File: src/rtl/core/nlmv_pkg.sv
// ----------------------------------------------------------------------------
// nlmv_pkg
// shared constants, types and codes of the neighbor label majority vote block
// ----------------------------------------------------------------------------
package nlmv_pkg;

  // table sizes (node count and label count are powers of two)
  localparam int NUM_NODES     = 1024;
  localparam int NUM_LABELS    = 64;
  localparam int MAX_NEIGHBORS = 32;

  // field widths fixed by the interface
  localparam int OPCODE_W = 2;
  localparam int IN_IDX_W = 11;
  localparam int LABEL_W  = 6;
  localparam int ROW_W    = 10;
  localparam int COUNT_W  = 6;

  // derived widths
  localparam int NODE_W = $clog2(NUM_NODES);
  localparam int SLOT_W = $clog2(NUM_LABELS);
  localparam int VOTE_W = $clog2(MAX_NEIGHBORS + 1);

  localparam logic [COUNT_W-1:0] COUNT_MAX = {COUNT_W{1'b1}};

  // command queue between front and back
  localparam int QUEUE_DEPTH = 2;
  localparam int QPTR_W      = $clog2(QUEUE_DEPTH);
  localparam int QCNT_W      = $clog2(QUEUE_DEPTH + 1);

  // request opcodes
  localparam logic [OPCODE_W-1:0] OP_LOAD = 2'd0;
  localparam logic [OPCODE_W-1:0] OP_VOTE = 2'd1;
  localparam logic [OPCODE_W-1:0] OP_READ = 2'd2;

  typedef enum logic [1:0] {
    CMD_LOAD,
    CMD_VOTE,
    CMD_READ
  } cmd_kind_t;

  // classified request, index already wrapped to a table address
  typedef struct packed {
    cmd_kind_t           kind;
    logic [NODE_W-1:0]   idx;
    logic [LABEL_W-1:0]  label;
    logic                last;
  } cmd_t;

  typedef enum logic [2:0] {
    ST_IDLE,
    ST_REPLY,
    ST_LOOKUP,
    ST_TALLY,
    ST_EMIT
  } back_state_t;

endpackage

File: src/rtl/core/nlmv_front.sv
// ----------------------------------------------------------------------------
// nlmv_front
// accepts requests, classifies them and queues commands for the back end
// ----------------------------------------------------------------------------
module nlmv_front (
  input  logic                                clk,
  input  logic                                rst,
  input  logic                                req_valid,
  output logic                                req_ready,
  input  logic [nlmv_pkg::OPCODE_W-1:0]       opcode,
  input  logic [nlmv_pkg::IN_IDX_W-1:0]       node_index,
  input  logic [nlmv_pkg::LABEL_W-1:0]        label_in,
  input  logic                                last,
  output logic                                cmd_valid,
  output nlmv_pkg::cmd_t                      cmd,
  input  logic                                cmd_pop
);
  import nlmv_pkg::*;

  cmd_t               queue [QUEUE_DEPTH];
  logic [QPTR_W-1:0]  wr_ptr;
  logic [QPTR_W-1:0]  rd_ptr;
  logic [QCNT_W-1:0]  fill;

  cmd_t               cls;
  logic               cls_keep;
  logic               push;
  logic [NODE_W-1:0]  base_idx;

  // classify: wrap indices, drop unused opcode
  always_comb begin
    base_idx  = node_index[NODE_W-1:0];
    cls.label = label_in;
    cls.last  = last;
    cls.kind  = CMD_LOAD;
    cls.idx   = base_idx;
    cls_keep  = 1'b1;
    unique case (opcode)
      OP_LOAD: cls.kind = CMD_LOAD;
      OP_VOTE: begin
        cls.kind = CMD_VOTE;
        cls.idx  = NODE_W'(base_idx - NODE_W'(1));
      end
      OP_READ: cls.kind = CMD_READ;
      default: cls_keep = 1'b0;
    endcase
  end

  assign req_ready = (fill != QCNT_W'(QUEUE_DEPTH));
  assign push      = req_valid && req_ready && cls_keep;
  assign cmd_valid = (fill != '0);
  assign cmd       = queue[rd_ptr];

  always_ff @(posedge clk) begin
    if (push) begin
      queue[wr_ptr] <= cls;
    end
  end

  always_ff @(posedge clk) begin
    if (rst) begin
      wr_ptr <= '0;
      rd_ptr <= '0;
      fill   <= '0;
    end else begin
      if (push) begin
        wr_ptr <= QPTR_W'((int'(wr_ptr) + 1) % QUEUE_DEPTH);
      end
      if (cmd_pop) begin
        rd_ptr <= QPTR_W'((int'(rd_ptr) + 1) % QUEUE_DEPTH);
      end
      if (push && !cmd_pop) begin
        fill <= QCNT_W'(fill + QCNT_W'(1));
      end else if (!push && cmd_pop) begin
        fill <= QCNT_W'(fill - QCNT_W'(1));
      end
    end
  end

endmodule

File: config.mk
export PLATFORM = sky130hd
export DESIGN_NAME = nlmv_front
export DESIGN_NICKNAME = d
export VERILOG_FILES = /design/src/rtl/core/nlmv_pkg.sv /design/src/rtl/core/nlmv_front.sv
export SDC_FILE = /design/constraint.sdc
export NUM_CORES = 1
export LEC_CHECK = 0
export BUFFER_PORTS_ARGS = -buffer_cell sky130_fd_sc_hd__buf_2
export CAP_MARGIN = 20
export CORE_ASPECT_RATIO = 1.1
export CORE_UTILIZATION = 38
export CTS_BUF_LIST = sky130_fd_sc_hd__clkbuf_4
export DETAILED_ROUTE_END_ITERATION = 16
export PLACE_DENSITY = 0.63
export SYNTH_ARGS = -nofsm -noshare
export SYNTH_HDL_FRONTEND = slang
export SYNTH_SLANG_ARGS = --single-unit
File: constraint.sdc
create_clock -name clk -period 2.1 [get_ports clk]
set_input_delay 0.21 -clock clk [delete_from_list [all_inputs] [get_ports clk]]
set_output_delay 0.21 -clock clk [all_outputs]
set_load 0.01 [all_outputs]
==> summary.md <==
| Metric | Value |
|---|---|
| Number of distinct library cells after synthesis | 30 |
| List of most frequent post-synthesis cells | edfxtp_1, mux2_2, xor2_1 |
| Share of the synthesized area in compound gates (AO/OA/AOI/OAI) | 0.0235 |
| Placer's final routability congestion estimate | 0.742 |
| Die area | 5040 um^2 |
| Cell area power density | 787 nW/um^2 |
| Buffers on Ports | 43 |
| Leakage power summed over all cells | 0.000838 uW |
| Most used DFF post-synth | edfxtp_1 |
| Summed negative setup slack over all endpoints | 0 ps |
| Number of core rows | 25 |
| Grt met2 use | 0.239 |
| Fraction of synthesized cell area in xor and xnor cells | 0.0532 |
| Clock root buffer | clkbuf_4 |
| Proportion of layout cells with a drive suffix above 1 | 0.427 |
| Post-CTS repair timing setup buffer count | 0 |
| Remaining global-route overflow | 0 |
| Number of synthesized flops with an enable pin | 38 |
| Final Critical Period | 1640 ps |
| Sum of routed wire length over all layers | 3040 um |
| Global-route wire length before repair | 4630 um |
| Number of buffers created by CTS | 5 |
| Unrepaired setup endpoints after global routing | false |
| Clock slew at the register clock pins of the worst setup and hold paths | 110 ps |
| Startpoint-to-endpoint class of the critical path | reg2out |
| Number of sinks on the clock net | 43 |
| Rel. slew slack | 0.755 |
| Worst-path maximum fanout | 19 |
| Number of instances in the synthesized netlist | 114 |
| Synth Area in Adders | 0.0138 |
| Yosys reg bits | 43 |
| Arr. time, crit path | 1430 ps |
| Hold Violations, Final | 0 |
| Total of hold buffers inserted after clock tree synthesis | 0 |
| Worst setup skew after layout | 7.82 ps |
| Overall routing resource usage | 0.131 |
| Synthesis-to-layout area growth | 18.7% |
| Clock tree from TritonCTS | built |
| Area share of the leading cell type in the synthesized netlist | 0.630 |
| Synthesized area per cell | 15.9 um^2 |
| Post-cts resize count | 0 |
| Detail Placement HPWL | 2210 um |
| Worst endpoint required time | 1890 ps |
| Antenna Nets Post-Route | 0 |
| # diodes | 0 |
| Avg Vias per Cell | 4.88 |
| Post-route DRC | 0 |
| Mean routed wirelength per cell | 13.9 um |
| Global Route met1 Usage | 0.131 |
| Kind of start point of the critical path | flip-flop |
| Max Clock Freq | 608 MHz |
| Pin slew with the least headroom to its limit | 367 ps |
| Depth of the CTS H-tree | 2 |
| Final net count | 190 |
| Dominant combinational cell family by area after synthesis | multiplexers |
| Worst voltage drop across the vdd grid | 0.429 mV |
| Layer with the highest usage after global routing | met2 |
| Chip height | 74.4 um |
| Library cell with the largest summed area after synthesis | edfxtp_1 |
| Maximum capacitance violations | 0 |
| I/O pin count | 45 |
| Synthesis warning total | 0 |
| Largest net degree at the start of global routing | 20 |
| CORE AREA | 4440 um^2 |
| Post-Synth Simple-Gate Area | 0.0885 |
| Tot Pwr | 1690 uW |
| Maximum number of buffers from clock root to sink | 2 |
| Number of detailed-route iterations in the first pass | 4 |
| Die width | 67.8 um |
| Library cell with the highest instance count after synthesis | edfxtp_1 |
| Proportion of synthesized area in mux cells | 0.118 |
| Status | finished, final reports clean |
| Share of flip-flops with an asynchronous set or reset after synthesis | 0 |
| Pre-CTS setup slack | 490 ps |
| Worst min path class | in2reg |
| Mapped Area | 1810 um^2 |
| Slack of the critical path | 456 ps |
| Count of vias placed by the detailed router | 1063 |
| Initial core utilization | 0.408 |
| First-iteration detailed-routing DRC count | 20 |
| Fill cell instance count of the final layout | 414 |
| Fraction of met3 tracks used by global routing | 0.0460 |
| Sequential element share of the synthesized area | 0.686 |
| Via count of the first global-routing pass | 1053 |
| Max-slew violation count | 0 |
| Endpoint class of the critical path | primary output |
| Dominant cells by area after synthesis | edfxtp_1, mux2_2, dfxtp_1 |
| Initial antenna violation count | 0 |
| Final-report setup violation count | 0 |
| Post-route fraction of the period consumed by the critical path | 0.783 |
| Total nets after synthesis | 140 |
| Worst-skew pair later-pin latency | 340 ps |
## layout by cell type, fill, tap and decap left out, drive strengths merged
master,instances
edfxtp,38
nand4,1
xor2,8
or4b,1
inv,5
a21oi,3
clkbuf,5
nand2b,1
nor2,7
dfxtp,5
xnor2,3
buf,46
nor3,2
a31o,1
clkinv,2
nand4bb,1
mux2,19
o41ai,1
and2,1
nor2b,2
or2,1
and3,1
nor4,1
or3,1
or4,1
o21ai,2
nand2,2
ha,2
nor4b,1
## cell families after synthesis
logic type / count (synthesis)
DFF: 43
and+or+nand+nor: 24
muxes: 19
xor gates and xnor gates: 11
buffers and inverters: 8
AOI/OAI and AO/OA: 7
adders and majority gates: 2
## state kept, by name, summed over array words and instances (netlist names), named ones only
name and cells:
rd_ptr 1, wr_ptr 1, fill 2, queue 38
## power breakdown
group / total, uW / internal (uW) / switching (uW) / leakage [uW]
clock network: 354 / 119 / 235 / 0.0000285
logic: 306 / 141 / 165 / 0.000416
registers: 1030 / 1010 / 21.8 / 0.000394
## final cells by class
type                       instances  area, um^2  share of cell area
sequential                        43        1240               0.577
multi-input combinational         63         538               0.250
timing repair buffer              46         238               0.111
tap                               54        67.6              0.0314
clock buffer                       5        37.5              0.0175
inverter                           5        18.8             0.00873
clock inverter                     2        8.76             0.00407
## per-layer routing
layer	up-vias	share of wire	routed length, um
met5	-	0	0
met4	0	0.019	59
met3	6	0.058	175
met2	24	0.56	1720
met1	509	0.36	1090
li1	524	-	-
## critical path: stages, from the launching register on
cell	delay [ps]
dfxtp_1	330
buf_4	260
mux2_2	370
buf_2	140
## stage by stage
stage,area [um^2],utilization,hold slack [ps],cells
2_1_floorplan,1810,-,279,114
3_3_place_gp,2100,0.474,399,211
3_5_place_dp,2100,0.474,402,211
4_1_cts,2150,0.484,29.1,218
5_1_grt,2150,0.484,20.2,218
6_report,2150,0.484,50.1,218
## path summary, 6_finish.rpt
path	from	end	slack, ps	cells after the start
setup / recovery	flip-flop	cmd[18]	460	3
hold / removal	label_in[3]	queue[1][4]$_DFFE_PP_	50	1
setup reg to reg	fill[0]$_SDFFE_PP0P_	fill[1]$_SDFFE_PP0P_	470	5
hold reg to reg	fill[1]$_SDFFE_PP0P_	fill[1]$_SDFFE_PP0P_	510	2
(Power assumes the default switching activity.)
